`src/hdl/bbr_pkg.sv`:
```
// Shared types and constants for the box-to-robot-position pipeline.
// No dependencies; imported by every module under hdl/.
package bbr_pkg;

  // Widths of the arithmetic.
  localparam int NUM_W    = 37;               // dividend and quotient width
  localparam int DIV_W    = 16;               // divisor (box height) width
  localparam int COEF_W   = 16;               // Q2.14 rotation coefficient
  localparam int ROW_W    = 3 * COEF_W;       // packed rotation row
  localparam int POS_W    = 32;               // Q16.16 position
  localparam int ROT_FRAC = 14;               // fraction bits of the coefficients
  localparam int PROD_W   = COEF_W + NUM_W + 1;
  localparam int SUM_W    = PROD_W + 1;
  localparam int NUM_AXES = 3;

  localparam int AXIS_X = 0;
  localparam int AXIS_Y = 1;
  localparam int AXIS_Z = 2;

  // Configuration register indexes.
  typedef enum logic [3:0] {
    REG_FOCAL   = 4'd0,
    REG_HEIGHT  = 4'd1,
    REG_ROT0    = 4'd2,
    REG_ROT1    = 4'd3,
    REG_ROT2    = 4'd4,
    REG_SHIFT_X = 4'd5,
    REG_SHIFT_Y = 4'd6,
    REG_SHIFT_Z = 4'd7
  } cfg_reg_t;

  localparam logic [15:0]      FOCAL_RESET  = 16'd8000;
  localparam logic [15:0]      HEIGHT_RESET = 16'd6963;
  localparam logic [ROW_W-1:0] ROT0_RESET   = 48'd16384;
  localparam logic [ROW_W-1:0] ROT1_RESET   = 48'd1073741824;
  localparam logic [ROW_W-1:0] ROT2_RESET   = 48'd70368744177664;

  // Control that travels alongside each beat.
  typedef struct packed {
    logic valid;
    logic zero;
    logic last;
  } item_ctl_t;

  // One value per axis, x in element 0.
  typedef logic [NUM_AXES-1:0][NUM_W-1:0] axis_vec_t;
  typedef logic [NUM_AXES-1:0][POS_W-1:0] pos_vec_t;

  // Inverse extrinsic transform as loaded by software.
  typedef struct packed {
    logic [NUM_AXES-1:0][ROW_W-1:0] rot;
    logic [NUM_AXES-1:0][POS_W-1:0] shift;
  } xform_cfg_t;

endpackage

```
`src/hdl/bbr_numer.sv`:
```
// Front stage: forms the three dividends of the camera point from one box.
// Depends on bbr_pkg.
module bbr_numer (
  input  logic                     clk,
  input  logic                     rst,
  input  logic                     en,
  input  logic [15:0]              focal,
  input  logic [15:0]              person_height,
  input  logic                     feed_valid,
  input  logic [15:0]              box_x,
  input  logic [15:0]              box_y,
  input  logic [15:0]              box_width,
  input  logic [15:0]              box_height,
  input  logic                     last_box,
  output bbr_pkg::item_ctl_t       ctl,
  output bbr_pkg::axis_vec_t       numer,
  output logic [bbr_pkg::DIV_W-1:0] divisor
);
  import bbr_pkg::*;

  logic [17:0] span_x;
  logic [17:0] span_y;
  logic [33:0] prod_x;
  logic [33:0] prod_y;
  logic [31:0] prod_z;
  logic        valid;
  logic        zero;
  logic        last;

  // Twice the box centre, times the assumed height; focal length times height for z
  always_comb begin
    span_x = {1'b0, box_x, 1'b0} + {2'b00, box_width};
    span_y = {1'b0, box_y, 1'b0} + {2'b00, box_height};
    prod_x = person_height * span_x;
    prod_y = person_height * span_y;
    prod_z = focal * person_height;
  end

  // Valid bit
  always_ff @(posedge clk) begin
    if (rst) begin
      valid <= 1'b0;
    end else if (en) begin
      valid <= feed_valid;
    end
  end

  // Payload; the *8 and *16 scalings are plain shifts
  always_ff @(posedge clk) begin
    if (en) begin
      zero          <= (box_height == '0);
      last          <= last_box;
      numer[AXIS_X] <= {prod_x, 3'b000};
      numer[AXIS_Y] <= {prod_y, 3'b000};
      numer[AXIS_Z] <= {1'b0, prod_z, 4'b0000};
      divisor       <= box_height;
    end
  end

  assign ctl = '{valid: valid, zero: zero, last: last};

endmodule

```
`config.mk`:
```
export PLATFORM = sky130hd
export DESIGN_NAME = bbr_numer
export DESIGN_NICKNAME = d
export VERILOG_FILES = /design/src/hdl/bbr_pkg.sv /design/src/hdl/bbr_numer.sv
export SDC_FILE = /design/constraint.sdc
export NUM_CORES = 2
export LEC_CHECK = 0
export BUFFER_PORTS_ARGS = -buffer_cell sky130_fd_sc_hd__clkbuf_2
export CORE_ASPECT_RATIO = 2
export CORE_UTILIZATION = 45
export CTS_CLUSTER_SIZE = 8
export DETAILED_ROUTE_END_ITERATION = 12
export PLACE_DENSITY = 0.72
export SYNTH_ARGS = -nofsm -noshare
export SYNTH_HDL_FRONTEND = slang
export SYNTH_SLANG_ARGS = --single-unit
export TNS_END_PERCENT = 1
```
`constraint.sdc`:
```
create_clock -name clk -period 18.53 [get_ports clk]
set_input_delay 1.853 -clock clk [delete_from_list [all_inputs] [get_ports clk]]
set_output_delay 1.853 -clock clk [all_outputs]
set_load 0.005 [all_outputs]
```
==> out/metrics.yaml <==
slew-limit-headroom: 0.199
path_common_cell: "fa_1"
hold_viol: 0
post-dp-hpwl_um: 66500
critPathMaxFanout: 16
wl_per_cell_um: 19.0
grt_overflow_total: 0
final_nets: 4718
period_needed_ns: 9.83
top_level_ports: 231
slowest_delay_ns: 0.59
clock_latency_ns: 0.52
cts_resized: 0
tightest_slew_ns: 1.20
final-setup-viol-count: 0
routed_wl_um: 86700
yosys.area.top_type: "fa_1"
cap_violations: 0
worstHoldPathCells: 2
fmax_mhz: 102
ant_nets: 0
cts.path.max_buffers: 2
fp-row-count: 139
core_mm2: 0.0718
antenna_found_initial: 2
chipWidth_um: 193
ys_seq_area_frac: 0.109
r2r_cells: 2
cp_data_arrival_time_ns: 10.08
cp-start-kind: "input pin"
yosys_warnings: 0
vias_per_cell: 5.43
synth_top_area_frac: 0.392
fin_worst_hold_slack_ns: 0.505
clkSinkCount: 119
synth_flop_cell: "edfxtp_1"
dieArea_mm2: 0.0738
syn2layout_area_growth_pct: 7.73
setup-tns-final_ns: 0
min_period_over_period: 0.530
multi_input_area_mm2: 0.0258
avgSynthCellArea_um2: 9.27
synth_area_leaders: "fa_1, ha_1, edfxtp_1"
cts.clk_slew.worst_paths_ns: 0.06
synthArstFlopShare: 0
cp_slowest_cell: "a2111oi_0"
rsz0062_at_grt: "false"
place_area_mm2: 0.0347
dieHeight_um: 383
synth_edf_count: 118
syn-cell-area_mm2: 0.0327
end_kind: "flop"
slew_viol_final: 0
fillerInstances: 6699
required_ns: 18.78
grt_pass1_wl_um: 140000
syn_inst: 3528
violations: "DRC"
synth_cell_types: 72
synth.most_common_cell: "inv_1"
hold_buffers: 0
grt.total_usage: 0.249
cts_tree: "yes"
fin_area_mm2: 0.0352
post_cts.repair.setup_buffers: 0
clockRootBuffer: "clkbuf_16"
skew_ns: 0
gp_congestion: 0.917
synth_seq_cells: 119
numCtsBuffers: 17
start_util: 0.455
drive_gt1_frac: 0.0887
first_global_vias: 27300
hp-class: "reg -> reg"
portBuffers: 219
vias: 24700
crit_type: "in -> reg"
drt_iter0_drc: 1134
cts.htree.levels: 4
layout.area.seq_mm2: 0.00356
yosys-top-cells-count: "inv_1, fa_1, nand2_1"
drc: 47
grt_max_degree: 66
drtPass1Iterations: 9
status: "finished, violations left"
==> critical path, delay by kind of cell <==
family	cells	cell delay (ns)
buf+inv	6	0.56
fa+ha+maj	9	3.99
compound gates	12	3.10
xor+xnor	2	0.29
simple gates	2	0.24
==> kinds of logic after synthesis <==
logic type	Yosys count	synth area share
fa+ha+maj	986	0.524
buf+inv	912	0.107
simple gates	1050	0.158
compound gates	350	0.0728
xor+xnor	108	0.0289
flops	119	0.109
mux	2	0.000612
other cells	1	0.000115
==> state kept, by name, summed over array words and instances, names as in the netlist <==
name and flops:
numer 100, last 1, divisor 16, zero 1
valid 1
==> per-stage QoR <==
| step | std cells | worst slack (ns) | utilization |
|---|---|---|---|
| 2_1_floorplan | 3538 | 9.35 | - |
| 5_1_grt | 4560 | 8.19 | 0.491 |
| 3_3_place_gp | 4528 | 8.39 | 0.483 |
| 6_report | 4560 | 8.70 | 0.491 |
| 4_1_cts | 4559 | 8.76 | 0.491 |
| 3_5_place_dp | 4528 | 8.21 | 0.483 |
==> layout make-up <==
| class | count | area share |
|---|---|---|
| clock inverters | 10 | 0.00369 |
| clock buffers | 21 | 0.0125 |
| repair buffers | 258 | 0.0396 |
| inverters | 728 | 0.0775 |
| flip-flops and latches | 119 | 0.101 |
| multi-input cells | 2507 | 0.733 |
| diodes | 1 | 0.0000710 |
| well taps | 916 | 0.0325 |
==> worst paths after layout <==
check / from / end / slack (ns)
setup / recovery: box_height[1] / numer[71] / 8.70
hold / removal: valid / valid / 0.50
setup reg to reg: valid / valid / 17.94
hold reg to reg: valid / valid / 0.50
==> layer usage <==
| metal | global-route usage | vias to the layer above | wire [µm] |
|---|---|---|---|
| li1 | - | 11000 | - |
| met1 | 0.244 | 12600 | 28600 |
| met2 | 0.477 | 837 | 48300 |
| met3 | 0.0316 | 353 | 3880 |
| met4 | 0.163 | 2 | 5810 |
| met5 | 0 | - | 15 |
==> layout by cell type, fill, tap and decap left out, types with 39 or more instances in the layout <==
cell type,Yosys,routed
nor2_1,43,42
inv_1,728,728
a21oi_1,103,103
a21o_1,76,76
fa_1,640,640
buf_4,15,39
nand2_1,510,510
o21ai_0,46,46
edfxtp_1,118,118
ha_1,346,346
xnor2_1,73,63
and2_1,338,338
clkbuf_2,2,217
Power is not shown: default switching activity piles up to over one toggle a cycle in this logic, so the estimate is an artifact.
